File: config.mk
export PLATFORM = sky130hd
export DESIGN_NAME = c_subset_token_classifier_flat
export DESIGN_NICKNAME = d
export VERILOG_FILES = /design/src/design/cstc_pkg.sv /design/src/design/cstc_char_if.sv /design/src/design/cstc_token_if.sv /design/src/design/cstc_front.sv /design/src/design/cstc_queue.sv /design/src/design/cstc_back.sv /design/src/design/c_subset_token_classifier.sv /design/src/flat_wrapper.sv
export SDC_FILE = /design/constraint.sdc
export NUM_CORES = 1
export LEC_CHECK = 0
export BUFFER_PORTS_ARGS = -buffer_cell sky130_fd_sc_hd__buf_2
export CORE_UTILIZATION = 55
export CTS_BUF_LIST = sky130_fd_sc_hd__clkbuf_8
export CTS_CLUSTER_SIZE = 24
export DETAILED_ROUTE_END_ITERATION = 10
export MAX_ROUTING_LAYER = met4
export PLACE_DENSITY = 0.75
export SLEW_MARGIN = 20
export SYNTH_ARGS = -nofsm -noshare
export SYNTH_HDL_FRONTEND = slang
export SYNTH_SLANG_ARGS = --single-unit
File: constraint.sdc
create_clock -name clk -period 3.95 [get_ports clk]
set_clock_uncertainty 0.2 [all_clocks]
set_input_delay 0.395 -clock clk [delete_from_list [all_inputs] [get_ports clk]]
set_output_delay 0.395 -clock clk [all_outputs]
set_load 0.1 [all_outputs]
File: src/design/cstc_pkg.sv
// Shared types, constants and character-class functions for the token classifier.
package cstc_pkg;

	// Default sizes; the top level hands them down as parameters.
	localparam int MAX_TOKEN_LEN_DEF = 63;
	localparam int KEYWORD_CHARS_DEF = 6;
	localparam int QUEUE_DEPTH_DEF   = 4;

	// Keyword table, in the order reported by keyword_index.
	localparam int KW_COUNT   = 10;
	localparam int KW_MAX_LEN = 6;
	localparam logic [3:0] NO_KEYWORD = 4'd10;

	localparam logic [7:0] KW_TEXT [KW_COUNT][KW_MAX_LEN] = '{
		'{"i", "n", "t", 8'h00, 8'h00, 8'h00},
		'{"f", "l", "o", "a", "t", 8'h00},
		'{"i", "f", 8'h00, 8'h00, 8'h00, 8'h00},
		'{"e", "l", "s", "e", 8'h00, 8'h00},
		'{"w", "h", "i", "l", "e", 8'h00},
		'{"r", "e", "t", "u", "r", "n"},
		'{"f", "o", "r", 8'h00, 8'h00, 8'h00},
		'{"c", "h", "a", "r", 8'h00, 8'h00},
		'{"d", "o", "u", "b", "l", "e"},
		'{"v", "o", "i", "d", 8'h00, 8'h00}
	};
	localparam int KW_LEN [KW_COUNT] = '{3, 5, 2, 4, 5, 6, 3, 4, 6, 4};

	// Characters with a special meaning to the scanner.
	localparam logic [7:0] CH_SLASH   = 8'h2F;
	localparam logic [7:0] CH_NEWLINE = 8'h0A;

	// Token kinds as they appear on the output.
	typedef enum logic [2:0] {
		KIND_KEYWORD   = 3'd0,
		KIND_IDENT     = 3'd1,
		KIND_NUMBER    = 3'd2,
		KIND_OPERATOR  = 3'd3,
		KIND_SEPARATOR = 3'd4,
		KIND_UNKNOWN   = 3'd5,
		KIND_COMMENT   = 3'd6
	} token_kind_t;

	// Scanner modes, one-hot.
	typedef enum logic [4:0] {
		MODE_IDLE    = 5'b00001,
		MODE_WORD    = 5'b00010,
		MODE_NUMBER  = 5'b00100,
		MODE_SLASH   = 5'b01000,
		MODE_COMMENT = 5'b10000
	} scan_mode_t;

	// One output token.
	typedef struct packed {
		token_kind_t kind;
		logic [7:0]  symbol;
		logic [5:0]  length;
		logic [3:0]  kw_index;
	} token_t;

	// Everything one input byte produces: one token, or two when a pending word,
	// number or slash ends and the ending byte is itself a token.
	typedef struct packed {
		logic   two;
		token_t tok0;
		token_t tok1;
	} tok_rec_t;

	// Push side of the queue between the front and the back.
	typedef struct packed {
		logic     push;
		tok_rec_t rec;
	} push_req_t;

	function automatic logic is_alpha(input logic [7:0] c);
		return (c inside {["a":"z"]}) || (c inside {["A":"Z"]});
	endfunction

	function automatic logic is_digit(input logic [7:0] c);
		return c inside {["0":"9"]};
	endfunction

	function automatic logic is_space(input logic [7:0] c);
		return (c == " ") || (c inside {[8'h09:8'h0D]});
	endfunction

	function automatic logic is_oper(input logic [7:0] c);
		return c inside {"+", "-", "*", "=", "<", ">"};
	endfunction

	function automatic logic is_sep(input logic [7:0] c);
		return c inside {";", ",", "(", ")", "{", "}"};
	endfunction

endpackage

File: src/design/cstc_char_if.sv
// Input channel: one character word per handshake.
interface cstc_char_if;
	logic       valid;
	logic       ready;
	logic [7:0] char_in;
	logic       end_of_input;

	modport source (output valid, output char_in, output end_of_input, input ready);
	modport sink (input valid, input char_in, input end_of_input, output ready);
endinterface

File: src/design/cstc_token_if.sv
// Output channel: one token word per handshake.
interface cstc_token_if;
	logic       valid;
	logic       ready;
	logic [2:0] token_kind;
	logic [7:0] symbol;
	logic [5:0] token_length;
	logic [3:0] keyword_index;
	logic       last_result;

	modport source (output valid, output token_kind, output symbol, output token_length,
		output keyword_index, output last_result, input ready);
	modport sink (input valid, input token_kind, input symbol, input token_length,
		input keyword_index, input last_result, output ready);
endinterface

File: src/design/cstc_front.sv
// Scanner front end: takes one character a cycle while the queue is not full,
// tracks the pending word and classifies tokens into records for the queue.
module cstc_front import cstc_pkg::*; #(
	parameter int MAX_TOKEN_LEN = MAX_TOKEN_LEN_DEF,
	parameter int KEYWORD_CHARS = KEYWORD_CHARS_DEF
) (
	input  logic      clk,
	input  logic      arst_n,
	cstc_char_if.sink char_chan,
	input  logic      q_full,
	output push_req_t push_req
);

	localparam int LW = $clog2(MAX_TOKEN_LEN + 1);

	scan_mode_t    mode_q, mode_d, start_mode;
	logic [LW-1:0] len_q, len_d, len_grow, chars_idx;
	logic [7:0]    chars_q [KEYWORD_CHARS];
	logic [7:0]    c;
	logic          accept, c_alnum, chars_we;
	logic          flush_vld, start_vld, use_flush, use_start, restart, add;
	token_t        flush_tok, start_tok;
	logic [KW_COUNT-1:0] kw_hit;
	logic [3:0]    kw_idx;

	assign c                = char_chan.char_in;
	assign c_alnum          = is_alpha(c) || is_digit(c);
	assign char_chan.ready  = !q_full;
	assign accept           = char_chan.valid && !q_full;

	// Keyword compare: all ten entries in parallel, lowest index wins.
	always_comb begin
		for (int i = 0; i < KW_COUNT; i++) begin
			kw_hit[i] = (len_q == LW'(KW_LEN[i]));
			for (int j = 0; j < KW_MAX_LEN; j++) begin
				if (j < KW_LEN[i] && chars_q[j] != KW_TEXT[i][j]) begin
					kw_hit[i] = 1'b0;
				end
			end
		end
		kw_idx = NO_KEYWORD;
		for (int i = KW_COUNT - 1; i >= 0; i--) begin
			if (kw_hit[i]) begin
				kw_idx = 4'(i);
			end
		end
	end

	// Token for whatever is pending in the current mode.
	always_comb begin
		flush_tok = '{kind: KIND_OPERATOR, symbol: 8'h00, length: 6'd0, kw_index: NO_KEYWORD};
		flush_vld = 1'b1;
		case (mode_q)
			MODE_WORD: begin
				flush_tok.kind     = (kw_idx == NO_KEYWORD) ? KIND_IDENT : KIND_KEYWORD;
				flush_tok.length   = 6'(len_q);
				flush_tok.kw_index = kw_idx;
			end
			MODE_NUMBER: begin
				flush_tok.kind   = KIND_NUMBER;
				flush_tok.length = 6'(len_q);
			end
			MODE_SLASH: begin
				flush_tok.symbol = CH_SLASH;
			end
			MODE_COMMENT: begin
				flush_tok.kind = KIND_COMMENT;
			end
			default: begin
				flush_vld = 1'b0;
			end
		endcase
	end

	// Classification of a character seen with nothing pending.
	always_comb begin
		start_tok  = '{kind: KIND_UNKNOWN, symbol: c, length: 6'd0, kw_index: NO_KEYWORD};
		start_vld  = 1'b0;
		start_mode = MODE_IDLE;
		if (is_alpha(c)) begin
			start_mode = MODE_WORD;
		end else if (is_digit(c)) begin
			start_mode = MODE_NUMBER;
		end else if (c == CH_SLASH) begin
			start_mode = MODE_SLASH;
		end else if (!is_space(c)) begin
			start_vld = 1'b1;
			if (is_oper(c)) begin
				start_tok.kind = KIND_OPERATOR;
			end else if (is_sep(c)) begin
				start_tok.kind = KIND_SEPARATOR;
			end
		end
	end

	assign len_grow = (int'(len_q) < MAX_TOKEN_LEN) ? len_q + LW'(1) : len_q;

	// Mode transitions.
	always_comb begin
		mode_d    = mode_q;
		len_d     = len_q;
		use_flush = 1'b0;
		use_start = 1'b0;
		restart   = 1'b0;
		add       = 1'b0;
		if (char_chan.end_of_input) begin
			use_flush = flush_vld;
			mode_d    = MODE_IDLE;
			len_d     = '0;
		end else begin
			case (mode_q)
				MODE_WORD: begin
					if (c_alnum) begin
						add = 1'b1;
					end else begin
						restart = 1'b1;
					end
				end
				MODE_NUMBER: begin
					if (is_digit(c)) begin
						add = 1'b1;
					end else begin
						restart = 1'b1;
					end
				end
				MODE_SLASH: begin
					if (c == CH_SLASH) begin
						mode_d = MODE_COMMENT;
					end else begin
						restart = 1'b1;
					end
				end
				MODE_COMMENT: begin
					if (c == CH_NEWLINE) begin
						use_flush = 1'b1;
						mode_d    = MODE_IDLE;
						len_d     = '0;
					end
				end
				default: begin
					restart = 1'b1;
				end
			endcase
		end
		if (add) begin
			len_d = len_grow;
		end
		if (restart) begin
			use_flush = flush_vld;
			use_start = start_vld;
			mode_d    = start_mode;
			len_d     = c_alnum ? LW'(1) : '0;
		end
	end

	// Character store: the first few characters of a word, for keyword match.
	assign chars_idx = restart ? '0 : len_q;
	assign chars_we  = accept && ((restart && c_alnum) || (add && int'(len_q) < KEYWORD_CHARS));

	always_ff @(posedge clk) begin
		for (int k = 0; k < KEYWORD_CHARS; k++) begin
			if (chars_we && int'(chars_idx) == k) begin
				chars_q[k] <= c;
			end
		end
	end

	// Scanner state.
	always_ff @(posedge clk or negedge arst_n) begin
		if (!arst_n) begin
			mode_q <= MODE_IDLE;
			len_q  <= '0;
		end else if (accept) begin
			mode_q <= mode_d;
			len_q  <= len_d;
		end
	end

	// Record for the queue.
	assign push_req.push     = accept && (use_flush || use_start);
	assign push_req.rec.two  = use_flush && use_start;
	assign push_req.rec.tok0 = use_flush ? flush_tok : start_tok;
	assign push_req.rec.tok1 = start_tok;

endmodule

File: src/design/cstc_queue.sv
// Short queue of token records between the scanner and the output stage.
module cstc_queue import cstc_pkg::*; #(
	parameter int QUEUE_DEPTH = QUEUE_DEPTH_DEF
) (
	input  logic      clk,
	input  logic      arst_n,
	input  push_req_t push_req,
	input  logic      pop,
	output logic      full,
	output logic      head_vld,
	output tok_rec_t  head
);

	localparam int AW = (QUEUE_DEPTH > 1) ? $clog2(QUEUE_DEPTH) : 1;
	localparam int CW = $clog2(QUEUE_DEPTH + 1);

	tok_rec_t      entries_q [QUEUE_DEPTH];
	logic [AW-1:0] wr_ptr_q, rd_ptr_q;
	logic [CW-1:0] count_q;
	logic          do_push, do_pop;

	assign full     = (count_q == CW'(QUEUE_DEPTH));
	assign head_vld = (count_q != '0);
	assign head     = entries_q[rd_ptr_q];
	assign do_push  = push_req.push && !full;
	assign do_pop   = pop && head_vld;

	// Storage.
	always_ff @(posedge clk) begin
		if (do_push) begin
			entries_q[wr_ptr_q] <= push_req.rec;
		end
	end

	// Pointers and fill count.
	always_ff @(posedge clk or negedge arst_n) begin
		if (!arst_n) begin
			wr_ptr_q <= '0;
			rd_ptr_q <= '0;
			count_q  <= '0;
		end else begin
			if (do_push) begin
				wr_ptr_q <= (int'(wr_ptr_q) == QUEUE_DEPTH - 1) ? '0 : wr_ptr_q + AW'(1);
			end
			if (do_pop) begin
				rd_ptr_q <= (int'(rd_ptr_q) == QUEUE_DEPTH - 1) ? '0 : rd_ptr_q + AW'(1);
			end
			if (do_push && !do_pop) begin
				count_q <= count_q + CW'(1);
			end else if (do_pop && !do_push) begin
				count_q <= count_q - CW'(1);
			end
		end
	end

endmodule

File: src/design/cstc_back.sv
// Output stage: holds one record and sends its one or two token words.
module cstc_back import cstc_pkg::*; (
	input  logic          clk,
	input  logic          arst_n,
	input  logic          head_vld,
	input  tok_rec_t      head,
	output logic          pop,
	cstc_token_if.source  token_chan
);

	tok_rec_t rec_q;
	token_t   tok;
	logic     hold_q, phase_q, last, fire;

	assign last = !rec_q.two || phase_q;
	assign fire = hold_q && token_chan.ready;
	assign pop  = head_vld && (!hold_q || (fire && last));

	// Occupancy and which half of a two-token record is on the output.
	always_ff @(posedge clk or negedge arst_n) begin
		if (!arst_n) begin
			hold_q  <= 1'b0;
			phase_q <= 1'b0;
		end else if (pop) begin
			hold_q  <= 1'b1;
			phase_q <= 1'b0;
		end else if (fire) begin
			if (last) begin
				hold_q <= 1'b0;
			end else begin
				phase_q <= 1'b1;
			end
		end
	end

	always_ff @(posedge clk) begin
		if (pop) begin
			rec_q <= head;
		end
	end

	// Output word.
	assign tok                      = phase_q ? rec_q.tok1 : rec_q.tok0;
	assign token_chan.valid         = hold_q;
	assign token_chan.token_kind    = tok.kind;
	assign token_chan.symbol        = tok.symbol;
	assign token_chan.token_length  = tok.length;
	assign token_chan.keyword_index = tok.kw_index;
	assign token_chan.last_result   = last;

endmodule

File: src/design/c_subset_token_classifier.sv
// Top level of the C-subset token classifier.
// The block takes one character word per clock cycle without pause as long as the
// four-entry record queue has room; a character that ends a pending word, number or
// slash and is itself a token produces two output words, sent one after the other
// by the output stage, so the input stalls only when such pairs, or a stalled
// output, fill the queue. A token passes the record queue and the output stage's
// record register before it reaches the output. The keyword compare runs over all
// ten keywords in parallel in the cycle the ending character is taken. last_result
// marks the final word a character caused; end_of_input flushes any pending token.
module c_subset_token_classifier import cstc_pkg::*; #(
	parameter int MAX_TOKEN_LEN = MAX_TOKEN_LEN_DEF,
	parameter int KEYWORD_CHARS = KEYWORD_CHARS_DEF,
	parameter int QUEUE_DEPTH   = QUEUE_DEPTH_DEF
) (
	input  logic         clk,
	input  logic         arst_n,
	cstc_char_if.sink    char_chan,
	cstc_token_if.source token_chan
);

	push_req_t push_req;
	tok_rec_t  head;
	logic      q_full, head_vld, pop;

	// Scanner and classifier.
	cstc_front #(
		.MAX_TOKEN_LEN (MAX_TOKEN_LEN),
		.KEYWORD_CHARS (KEYWORD_CHARS)
	) u_front (
		.clk       (clk),
		.arst_n    (arst_n),
		.char_chan (char_chan),
		.q_full    (q_full),
		.push_req  (push_req)
	);

	// Record queue.
	cstc_queue #(
		.QUEUE_DEPTH (QUEUE_DEPTH)
	) u_queue (
		.clk      (clk),
		.arst_n   (arst_n),
		.push_req (push_req),
		.pop      (pop),
		.full     (q_full),
		.head_vld (head_vld),
		.head     (head)
	);

	// Output stage.
	cstc_back u_back (
		.clk        (clk),
		.arst_n     (arst_n),
		.head_vld   (head_vld),
		.head       (head),
		.pop        (pop),
		.token_chan (token_chan)
	);

endmodule

File: src/flat_wrapper.sv
// flat-port wrapper written by rule: the top's interface ports become plain ports
module c_subset_token_classifier_flat import cstc_pkg::*;
#(
	parameter int MAX_TOKEN_LEN = MAX_TOKEN_LEN_DEF,
	parameter int KEYWORD_CHARS = KEYWORD_CHARS_DEF,
	parameter int QUEUE_DEPTH   = QUEUE_DEPTH_DEF
)
  (clk, arst_n, char_chan_valid, char_chan_char_in, char_chan_end_of_input, char_chan_ready, token_chan_valid, token_chan_token_kind, token_chan_symbol, token_chan_token_length, token_chan_keyword_index, token_chan_last_result, token_chan_ready);
  cstc_char_if char_chan_i ();
  cstc_token_if token_chan_i ();
  input  logic clk;
  input  logic arst_n;
  input wire logic [$bits(char_chan_i.valid)-1:0] char_chan_valid;
  input wire logic [$bits(char_chan_i.char_in)-1:0] char_chan_char_in;
  input wire logic [$bits(char_chan_i.end_of_input)-1:0] char_chan_end_of_input;
  output wire logic [$bits(char_chan_i.ready)-1:0] char_chan_ready;
  output wire logic [$bits(token_chan_i.valid)-1:0] token_chan_valid;
  output wire logic [$bits(token_chan_i.token_kind)-1:0] token_chan_token_kind;
  output wire logic [$bits(token_chan_i.symbol)-1:0] token_chan_symbol;
  output wire logic [$bits(token_chan_i.token_length)-1:0] token_chan_token_length;
  output wire logic [$bits(token_chan_i.keyword_index)-1:0] token_chan_keyword_index;
  output wire logic [$bits(token_chan_i.last_result)-1:0] token_chan_last_result;
  input wire logic [$bits(token_chan_i.ready)-1:0] token_chan_ready;
  assign char_chan_i.valid = char_chan_valid;
  assign char_chan_i.char_in = char_chan_char_in;
  assign char_chan_i.end_of_input = char_chan_end_of_input;
  assign char_chan_ready = char_chan_i.ready;
  assign token_chan_valid = token_chan_i.valid;
  assign token_chan_token_kind = token_chan_i.token_kind;
  assign token_chan_symbol = token_chan_i.symbol;
  assign token_chan_token_length = token_chan_i.token_length;
  assign token_chan_keyword_index = token_chan_i.keyword_index;
  assign token_chan_last_result = token_chan_i.last_result;
  assign token_chan_i.ready = token_chan_ready;
  c_subset_token_classifier #(.MAX_TOKEN_LEN(MAX_TOKEN_LEN), .KEYWORD_CHARS(KEYWORD_CHARS), .QUEUE_DEPTH(QUEUE_DEPTH)) u_core (.clk(clk), .arst_n(arst_n), .char_chan(char_chan_i), .token_chan(token_chan_i));
endmodule
Word level (Yosys, flattened, before mapping)
Memory sizes are Yosys's and may differ from the RTL's. A register that Yosys moved wholly into a read port is not among the register bits.
Cells that the tools add are included.
{ "totals": {"register_bits": 30, "mem_bits_rw": 180, "in_bits": 13, "output_inout_bits": 24, "word_cells": 292, "n_memories": 2} }
{ "memory_table": {"columns": ["memory", "depth", "word_bits", "read_ports", "rd_clocked_by_memory_dff", "write_ports", "line_no", "text"], "rows": [
  ["u_core.u_queue.entries_q", 4, 33, 1, 1, 1, "cstc_queue.sv:17", "tok_rec_t entries_q [QUEUE_DEPTH];"],
  ["u_core.u_front.chars_q", 6, 8, 6, 0, 1, "cstc_front.sv:18", "logic [7:0] chars_q [KEYWORD_CHARS];"]
]} }
{ "classes": {"add_sub_neg": 5, "magnitude_cmp": 10, "eq_ne": 71, "mux": 139, "reduce_logical": 56} }
{ "ops": {"columns": ["op", "count"], "rows": [
  ["8-bit by 7-bit inequality test with 1-bit output (second input constant)", 34],
  ["8-bit by 6-bit equality test with 1-bit output (second input constant)", 12],
  ["1-bit 2-to-1 mux", 87],
  ["6-bit 2-to-1 mux", 9],
  ["4-bit 2-to-1 mux", 13],
  ["21-bit 2-to-1 mux", 2],
  ["8-bit 2-to-1 mux", 5],
  ["8-bit OR reduction", 5],
  ["3-bit 2-to-1 mux", 12],
  ["6-bit by 3-bit equality test with 1-bit output (second input constant)", 5],
  ["1-bit logical AND", 23],
  ["5-bit 2-to-1 mux", 4],
  ["6-bit by 2-bit equality test with 1-bit output (second input constant)", 3],
  ["8-bit by 7-bit equality test with 1-bit output (second input constant)", 2],
  ["8-bit by 7-bit greater-or-equal comparator with 1-bit output (second input constant)", 2],
  ["8-bit by 7-bit <= comparator with 1-bit output (second input constant)", 2],
  ["6-bit by 4-bit equality test with 1-bit output (second input constant)", 2],
  ["4-bit nonzero test", 3],
  ["6-bit nonzero test", 2],
  ["5-bit one-hot mux with 2 select lines", 1],
  ["3-bit one-hot mux with 3 select lines", 1],
  ["8-bit by 4-bit equality test with 1-bit output (second input constant)", 1],
  ["8-bit by 4-bit greater-or-equal comparator with 1-bit output (second input constant)", 1],
  ["8-bit by 6-bit greater-or-equal comparator with 1-bit output (second input constant)", 1],
  ["other kinds (30)", 49]
]} }

Longest topological paths before layout
Gate-level depths: netlist (run 1).
An unclocked memory read counts as a cell.
{ "logic_depth": {"ltp_word": 21, "ltp_mapped": 13} }

By module
From an unflattened synthesis (run 1), not the netlist that was laid out.
{ "unflattened": {"cells_unflattened": 677, "area_unflattened_um2": 11939.0} }
{ "modules_own_cells": {"columns": ["mod", "instances", "cells_each", "area_per_inst_um2"], "rows": [
  ["cstc_queue", 1, 262, 6720.2],
  ["cstc_front", 1, 339, 3492.1],
  ["cstc_back", 1, 76, 1726.7]
]} }

Least setup slack after synthesis (run 1)
Ideal clock, no wire load.
{ "synth_timing": {"kind": "flip-flop to flip-flop", "startpoint": "register u_core.u_back.phase_q", "endpoint": "register u_core.u_queue.count_q[1]", "setup_ns": 0.125, "arrival_ns": 4.217, "required_ns": 3.625, "slack_ns": -0.591, "stages_incl_launch_ff": 10, "n_path_buf": 0, "cell_sequence": "dfrtp_1 inv_1 nand2_1 nand2_1 a21oi_1 inv_1 ha_1 inv_1 fa_1 mux2_2"} }
{ "synth_between": {"elab_chain_len": 8, "elab_cells_between_ends": 10, "cone_classes": "1 x mux; 9 x reduce/logical"} }
{ "synth_lines": {"columns": ["element", "line_no", "text"], "rows": [
  ["start, declared", "cstc_back.sv:13", "logic hold_q, phase_q, last, fire;"],
  ["start signal, assigned", "cstc_back.sv:23", "phase_q <= 1'b0;"],
  ["start signal, assigned", "cstc_back.sv:26", "phase_q <= 1'b0;"],
  ["start signal, assigned", "cstc_back.sv:31", "phase_q <= 1'b1;"],
  ["1-bit logical OR (*)", "cstc_back.sv:15", "assign last = !rec_q.two || phase_q;"],
  ["net token_chan_last_result", "flat_wrapper.sv:22", "output wire logic [$bits(token_chan_i.last_result)-1:0] token_chan_last_result;"],
  ["1-bit logical AND (*)", "cstc_back.sv:17", "assign pop = head_vld && (!hold_q || (fire && last));"],
  ["1-bit logical OR (*)", "cstc_back.sv:17", null],
  ["1-bit logical AND (*)", "cstc_back.sv:17", null],
  ["net u_core.pop", "c_subset_token_classifier.sv:23", "logic q_full, head_vld, pop;"],
  ["1-bit logical AND (*)", "cstc_queue.sv:26", "assign do_pop = pop && head_vld;"],
  ["1-bit zero test", "cstc_queue.sv:48", "if (do_push && !do_pop) begin"],
  ["1-bit logical AND", "cstc_queue.sv:48", null],
  ["3-bit 2-to-1 mux / 2-bit nonzero test (equally long branches)", null, null],
  ["end signal, assigned", "cstc_queue.sv:49", "count_q <= count_q + CW'(1);"],
  ["end signal, assigned", "cstc_queue.sv:51", "count_q <= count_q - CW'(1);"],
  ["end, declared", "cstc_queue.sv:19", "logic [CW-1:0] count_q;"]
]} }
The timed path passes the listed nets; every way through them passes the cells marked *.
A chain may end at the register's enable or synchronous reset.

==> impl_results.rst, run 1 <==
.. list-table::
   :header-rows: 1

   * - Metric
     - Value
   * - Result of the run
     - finished clean
   * - Via count of the first global-routing pass
     - 5639
   * - End point of the worst hold path
     - u_core.u_back.token_chan.valid$_DFFE_PN0P_
   * - Data required time at the worst endpoint
     - 3.98 ns
   * - Sort of element at the end of the critical path
     - register
   * - Simple-gate share of the synthesized area
     - 0.133
   * - Power per cell area
     - 704 nW/um^2
   * - Endpoint of the worst-slack reg-to-reg timing path
     - u_core.u_queue.entries_q[1][29]$_DFFE_PP_
   * - Residual DRC count
     - 0
   * - Data arrival time of the worst path
     - 3.37 ns
   * - Share of the clock period used by the worst path
     - 0.843
   * - Startpoint of the lowest-slack register-to-register path
     - u_core.u_front.len_q[3]$_DFFE_PN0P_
   * - Die H
     - 136 um
   * - Total overflow reported by the global router
     - 0
   * - Register area share after synthesis
     - 0.693
   * - Critical-path top delay cell
     - nor4b_2
   * - Synthesized area divided by synthesized cell count
     - 16.7 sq um
   * - Adder-Cell Fraction of Synth Area
     - 0.0146
   * - Number of distinct library cell variants in the gate-level netlist after synthesis
     - 76
   * - WHS
     - 0.0476 ns
   * - Vias after detailed routing
     - 5425
   * - All-Layer GR Usage
     - 0.230
   * - Number of hold violations in the final report
     - 0
   * - Slew Viols, Final
     - 0
   * - Area fraction in compound gates after synthesis
     - 0.0395
   * - Placeable Area
     - 17500 sq um
   * - Startpoint of the most critical setup path
     - u_core.u_front.len_q[3]$_DFFE_PN0P_
   * - Type of the worst min-delay path
     - input port to register
   * - Share of synthesized area spent on multiplexers
     - 0.0971
   * - Reg-to-reg setup timing slack
     - 0.62 ns
   * - Antenna-violating nets left
     - 0
   * - Net count after synthesis
     - 620
   * - Peak VDD IR
     - 0.681 mV
   * - Share of flip-flops with an asynchronous set or reset after synthesis
     - 0.0858
   * - Total of max-cap violations
     - 0
   * - Maximum fanout along the worst path
     - 7
   * - Count of input and output buffers
     - 36
   * - Number of core rows
     - 48
   * - Warnings, synthesis
     - 0
   * - Nets
     - 694
   * - Number of CTS-inserted buffers
     - 37
   * - Layout fillers
     - 1246
   * - XOR/XNOR Fraction of Synth Area
     - 0.00528
   * - Kind of cell with the highest combined delay on the critical path
     - simple AND/OR/NAND/NOR gates
   * - Global-route wire length before repair
     - 30.5 mm
   * - Pre-CTS setup slack
     - 0.491 ns
   * - Drt total wl
     - 19.5 mm
   * - Clk root buf
     - clkbuf_8
   * - Combinational family with the most area after synthesis
     - simple AND/OR/NAND/NOR gates
   * - CTS tree
     - done
   * - Share of post-route cells with drive strength above 1
     - 0.260
   * - Drt first-iter violations
     - 426
   * - Largest net degree at the start of global routing
     - 36
   * - Total instance count after detailed placement
     - 855
   * - Detailed-route vias per instance
     - 5.90
   * - Synth-to-layout area growth
     - 11.7%
   * - Headroom to the max-slew limit
     - 0.370
   * - Wirelength per Cell
     - 21.2 um
   * - Width of the chip
     - 136 um
   * - Crit path buf inv count
     - 0
   * - Setup crit start kind
     - register
   * - Leakage power
     - 3.80 nW
   * - Fin crit period
     - 3.33 ns
   * - Top Ports
     - 37
   * - Type of the setup path with the least slack
     - register to register
   * - R2R depth
     - 7
   * - Count of cells along the worst hold path
     - 4
   * - Post-CTS setup repair buffer count
     - 0
   * - Total of endpoints with negative setup slack in the final report
     - 0
   * - Die area
     - 18600 sq um
   * - Initial cell density of the core
     - 0.569
   * - Htree depth
     - 2
   * - Slew at the pin with the worst max-slew slack
     - 0.945 ns
   * - Count of clock tree sinks
     - 233
   * - Maximum cell stage delay along the critical path
     - 0.77 ns
   * - Cell count after synthesis
     - 596
   * - RSZ-0062 raised after global routing
     - no
   * - First-pass detailed-route iteration total
     - 5
   * - Worst setup margin
     - 0.618 ns
   * - Clock latency at the later pin of the worst-skew pair
     - 0.52 ns
   * - RD Place Congestion
     - 0.925
   * - F_max
     - 300 MHz
   * - Maximum number of buffers from clock root to sink
     - 3
   * - Clock input transition at the sequential cells of the worst setup and hold paths
     - 0.06 ns
   * - Main synth FF type
     - edfxtp_1
   * - Half-perimeter wire length after placement
     - 13.0 mm
   * - CP Cell Sequence
     - nor4b_2 > nand4b_1 > nor4_1 > a31oi_1 > nand4b_1 > nor4_1 > o22a_1
   * - Mapped cell area
     - 9950 sq um
   * - Final standard cell count with taps included and fillers excluded
     - 920
   * - Number of synthesized flops with an enable pin
     - 213
   * - Ant diodes
     - 0
   * - Antenna violations before repair
     - 0
   * - Setup TNS Final
     - 0 ns
   * - Register bit total from synthesis
     - 233
   * - Post-cts repair resize count
     - 0
   * - Hold path startpoint
     - token_chan_ready
-- worst max path at each step --
| stage | to | slack (ns) | cells past startpoint |
|---|---|---|---|
| after floorplan | u_core.u_queue.count_q[1]$_DFFE_PN0P_ | 0.19 | 9 |
| after global placement | u_core.u_queue.count_q[2]$_DFFE_PN0P_ | 0.61 | 13 |
| after detailed placement | u_core.u_queue.count_q[2]$_DFFE_PN0P_ | 0.49 | 13 |
| after CTS | u_core.u_queue.count_q[2]$_DFFE_PN0P_ | 0.64 | 12 |
| after global routing | u_core.u_queue.count_q[2]$_DFFE_PN0P_ | 0.47 | 12 |
| final | u_core.u_queue.entries_q[1][29]$_DFFE_PP_ | 0.62 | 7 |
-- synth_stat cells (3+ instances only) --
| cell type | instances | area (sq um) |
|---|---|---|
| edfxtp_1 | 213 | 6400 |
| nand2_1 | 45 | 169 |
| mux4_2 | 33 | 743 |
| nor2_1 | 29 | 109 |
| dfrtp_1 | 19 | 475 |
| nor3_1 | 18 | 90.1 |
| mux2_2 | 16 | 180 |
| inv_1 | 14 | 52.6 |
| nand4_1 | 14 | 87.6 |
| and2_1 | 12 | 75.1 |
| ha_1 | 10 | 125 |
| nor2b_1 | 9 | 56.3 |
| nor4_1 | 9 | 56.3 |
| o21ai_0 | 9 | 45.0 |
| nor4bb_1 | 8 | 80.1 |
| a21oi_1 | 7 | 35.0 |
| and3_1 | 7 | 43.8 |
| nand3_1 | 7 | 35.0 |
| clkbuf_1 | 6 | 22.5 |
| nand4b_1 | 6 | 52.6 |
| buf_6 | 5 | 56.3 |
| nor4b_1 | 5 | 43.8 |
| xor2_1 | 5 | 43.8 |
| a31oi_1 | 4 | 25.0 |
| buf_1 | 4 | 15.0 |
| nand2b_1 | 4 | 25.0 |
| nand3b_1 | 4 | 30.0 |
| nor3b_1 | 4 | 30.0 |
| o211ai_1 | 4 | 30.0 |
| and3b_2 | 3 | 30.0 |
| o21ai_1 | 3 | 15.0 |
| or2_2 | 3 | 18.8 |
| or4_1 | 3 | 22.5 |
| or4b_1 | 3 | 30.0 |
-- sequential cells by signal, summed over array words and instances (netlist names) --
signal,flops
u_core.u_back.phase_q,1
u_core.u_back.rec_q,33
u_core.u_back.token_chan.valid,1
u_core.u_front.chars_q,48
u_core.u_front.len_q,6
u_core.u_front.mode_q,5
u_core.u_queue.count_q,3
u_core.u_queue.entries_q,132
u_core.u_queue.rd_ptr_q,2
u_core.u_queue.wr_ptr_q,2
-- kinds of logic after synthesis --
| family | count (synthesis) |
|---|---|
| buf+inv | 32 |
| flops | 233 |
| mux | 53 |
| compound gates | 46 |
| xor+xnor | 6 |
| simple gates | 215 |
| fa+ha+maj | 11 |
-- per-layer routing --
metal	GRT usage	vias up	share of wire
li1	-	2522	-
met1	0.288	2704	0.42
met4	0.0778	0	0.022
met5	-	-	0
met2	0.370	166	0.50
met3	0.0522	33	0.058
-- worst register-to-register path: stages (launching register included) --
cell and delay [ns]:
dfrtp_1 0.45, nor4b_2 0.77, nand4b_1 0.26, nor4_1 0.61
a31oi_1 0.21, nand4b_1 0.18, nor4_1 0.08, o22a_1 0.28
-- layout make-up --
class,instances,area [sq um],share of cell area
inverters,14,52.6,0.00473
repair buffers,53,323,0.0291
clock buffers,40,551,0.0496
clock inverters,24,108,0.00969
well taps,225,282,0.0253
flip-flops and latches,233,6900,0.621
multi-input cells,331,2890,0.261
-- where the power goes --
group	leakage [nW]	internal (W)	switching, W
clock	0.380	0.000937	0.000872
combinational	1.24	0.000748	0.00175
sequential	2.18	0.00320	0.000304
-- metrics by stage --
stage / util / cell area [sq um] / power [W]
after floorplan: - / 9950 / 0.00556
after global placement: 0.597 / 10400 / 0.00602
after detailed placement: 0.597 / 10400 / 0.00609
after CTS: 0.636 / 11100 / 0.00790
after global routing: 0.636 / 11100 / 0.00815
final: 0.636 / 11100 / 0.00782
-- layout by cell type (no fill, tap or decap), drive strengths merged, types with 9 or more instances in the layout --
| cell | n |
|---|---|
| and2 | 12 |
| buf | 52 |
| clkbuf | 40 |
| clkinv | 12 |
| dfrtp | 19 |
| edfxtp | 213 |
| ha | 10 |
| inv | 26 |
| mux2 | 18 |
| mux4 | 33 |
| nand2 | 47 |
| nand4 | 15 |
| nor2 | 30 |
| nor2b | 9 |
| nor3 | 19 |
| nor4 | 10 |
| o21ai | 12 |
-- repair_timing --
| action | CTS | global route |
|---|---|---|
| hold buffers | 1 | 0 |
| endpoints found under the setup margin | 0 | 0 |
| hold endpoints to repair | 20 | 0 |
Note: power is estimated with default switching activity, not from simulation.
==> run 2: changes to the inputs <==
==> constraint.sdc (replaced) <==
create_clock -name clk -period 2.7 [get_ports clk]
set_clock_uncertainty 0.2 [all_clocks]
set_input_delay 0.27 -clock clk [delete_from_list [all_inputs] [get_ports clk]]
set_output_delay 0.27 -clock clk [all_outputs]
set_load 0.1 [all_outputs]
==> impl_results.rst, run 2 (synthesis results as in run 1) <==
.. list-table::
   :header-rows: 1

   * - Metric
     - Value
   * - Result of the run
     - complete, but fails checks
   * - Violated checks
     - setup timing
   * - Leading cell type in the layout, fill and taps excluded
     - edfxtp_1
   * - Slew Viols, Final
     - 0
   * - Type of the worst min-delay path
     - input port to asynchronous set/reset pin
   * - Largest register FFs
     - 132
   * - Placeable Area
     - 17500 sq um
   * - Clk root buf
     - clkbuf_8
   * - Number of core rows
     - 48
   * - Total of endpoints with negative setup slack in the final report
     - 50
   * - Slew at the pin with the worst max-slew slack
     - 0.533 ns
   * - Top Ports
     - 37
   * - Drt total wl
     - 21.9 mm
   * - Peak VDD IR
     - 1.07 mV
   * - Initial cell density of the core
     - 0.569
   * - Type of the setup path with the least slack
     - register to register
   * - Global-route wire length before repair
     - 33.8 mm
   * - Wirelength per Cell
     - 21.3 um
   * - Total of max-cap violations
     - 0
   * - Leakage power
     - 4.45 nW
   * - Data arrival time of the worst path
     - 3.04 ns
   * - Largest net degree at the start of global routing
     - 36
   * - Residual DRC count
     - 0
   * - Setup crit start kind
     - register
   * - F_max
     - 359 MHz
   * - Area used by multi-input combinational logic
     - 3140 sq um
   * - Startpoint of the most critical setup path
     - u_core.u_front.mode_q[4]$_DFFE_PN0P_
   * - Fin crit period
     - 2.79 ns
   * - Share of the clock period used by the worst path
     - 1.03
   * - Detailed-route vias per instance
     - 5.88
   * - Die area
     - 18600 sq um
   * - Via count of the first global-routing pass
     - 6234
   * - Total overflow reported by the global router
     - 0
   * - Total instance count after detailed placement
     - 936
   * - Final standard cell count with taps included and fillers excluded
     - 1026
   * - Die H
     - 136 um
   * - Ant diodes
     - 0
   * - CTS tree
     - done
   * - Number of hold violations in the final report
     - 0
   * - Leading cell types in the layout, fill and taps excluded
     - 213 x edfxtp_1, 95 x buf_4, 39 x nand2_1, 39 x clkbuf_8, 36 x buf_2
   * - First-pass detailed-route iteration total
     - 6
   * - Number of CTS-inserted buffers
     - 37
   * - WHS
     - 0.0399 ns
   * - Clock latency at the later pin of the worst-skew pair
     - 0.54 ns
   * - Reg area
     - 6910 sq um
   * - RD Place Congestion
     - 0.862
   * - R2R depth
     - 12
   * - Count of clock tree sinks
     - 233
   * - Synth-to-layout area growth
     - 23.9%
   * - Startpoint of the lowest-slack register-to-register path
     - u_core.u_front.mode_q[4]$_DFFE_PN0P_
   * - Antenna-violating nets left
     - 0
   * - Vias after detailed routing
     - 6031
   * - Drt first-iter violations
     - 577
   * - Width of the chip
     - 136 um
   * - Largest reg by FF count
     - u_core.u_queue.entries_q
   * - Power per cell area
     - 977 nW/um^2
   * - Layout fillers
     - 1099
   * - Total chip power
     - 0.0120 W
   * - Worst setup margin
     - -0.0857 ns
   * - Headroom to the max-slew limit
     - 0.644
   * - Data required time at the worst endpoint
     - 2.95 ns
   * - Final standard cell utilization of the core
     - 0.705
   * - Half-perimeter wire length after placement
     - 14.2 mm
   * - Nets
     - 796
   * - Share of post-route cells with drive strength above 1
     - 0.398
   * - Maximum number of buffers from clock root to sink
     - 3
   * - Maximum fanout along the worst path
     - 7
   * - Sort of element at the end of the critical path
     - register
   * - All-Layer GR Usage
     - 0.254
   * - Count of input and output buffers
     - 36
   * - Clock input transition at the sequential cells of the worst setup and hold paths
     - 0.07 ns
   * - Antenna violations before repair
     - 0
   * - Registers with the most flip-flops
     - u_core.u_queue.entries_q x132, u_core.u_front.chars_q x48, u_core.u_back.rec_q x33
   * - Htree depth
     - 2
   * - RSZ-0062 raised after global routing
     - yes
==> run 2: repair_timing <==
| item | in CTS | in global routing |
|---|---|---|
| setup buffers | 5 | 8 |
| endpoints found under the hold margin | 61 | 0 |
| hold buffers | 10 | 0 |
| gates cloned | 4 | 0 |
| endpoints found under the setup margin | 216 | 210 |
| gates resized for setup | 18 | 34 |
| pin swaps | 11 | 18 |
==> run 2: per-stage QoR <==
stage | worst slack (ns) | cell area, sq um | TNS [ns]
floorplan | -0.162 | 10000 | -12.49
global route | -0.226 | 12300 | -8.43
global placement | -0.175 | 11200 | -7.40
detailed placement | -0.252 | 11200 | -20.21
finish | -0.0857 | 12300 | -2.77
CTS | -0.160 | 12200 | -5.91
==> run 2: final cells by class <==
| cell class | count | share of cell area |
|---|---|---|
| Timing Repair Buffer | 155 | 0.103 |
| Inverter | 14 | 0.00427 |
| Sequential cell | 233 | 0.560 |
| Clock inverter | 29 | 0.0107 |
| Clock buffer | 39 | 0.0436 |
| Tap cell | 225 | 0.0228 |
| Multi-Input combinational cell | 331 | 0.255 |
==> run 2: power by group <==
group / internal, W / total, W / leakage [nW] / switching (W)
Sequential: 0.00469 / 0.00492 / 2.17 / 0.000238
Combinational: 0.00146 / 0.00440 / 1.88 / 0.00294
Clock: 0.00135 / 0.00271 / 0.395 / 0.00135
Total: 0.00750 / 0.0120 / 4.45 / 0.00453
==> run 2: worst paths after layout <==
path / to / slack, ns
worst max-delay path: u_core.u_queue.count_q[2]$_DFFE_PN0P_ / -0.09
worst min-delay path: u_core.u_queue.rd_ptr_q[1]$_DFFE_PN0P_ / 0.04
worst max register to register: u_core.u_queue.count_q[2]$_DFFE_PN0P_ / -0.09
worst min register to register: u_core.u_queue.count_q[2]$_DFFE_PN0P_ / 0.32
max in group asynchronous: u_core.u_front.mode_q[1]$_DFFE_PN0P_ / 1.87
min in group clk: u_core.u_front.chars_q[2][2]$_DFFE_PP_ / 0.04
==> run 2: routing by layer <==
metal	track usage	up-vias	wire, um
li1	-	2731	-
met1	0.325	3026	9240
met2	0.409	220	10900
met3	0.0526	54	1260
met4	0.0833	0	535
met5	-	-	0
==> run 2: critical path, cell delays in order, from the launching register on <==
cell and delay, ns:
dfrtp_2 0.48, nor3_4 0.26, and3b_2 0.27, a22oi_2 0.09, a31oi_4 0.21, nand2_2 0.10, a21oi_4 0.18, ha_4 0.16
inv_2 0.03, fa_2 0.33, xor2_1 0.14, nor2_1 0.10, xor2_1 0.16
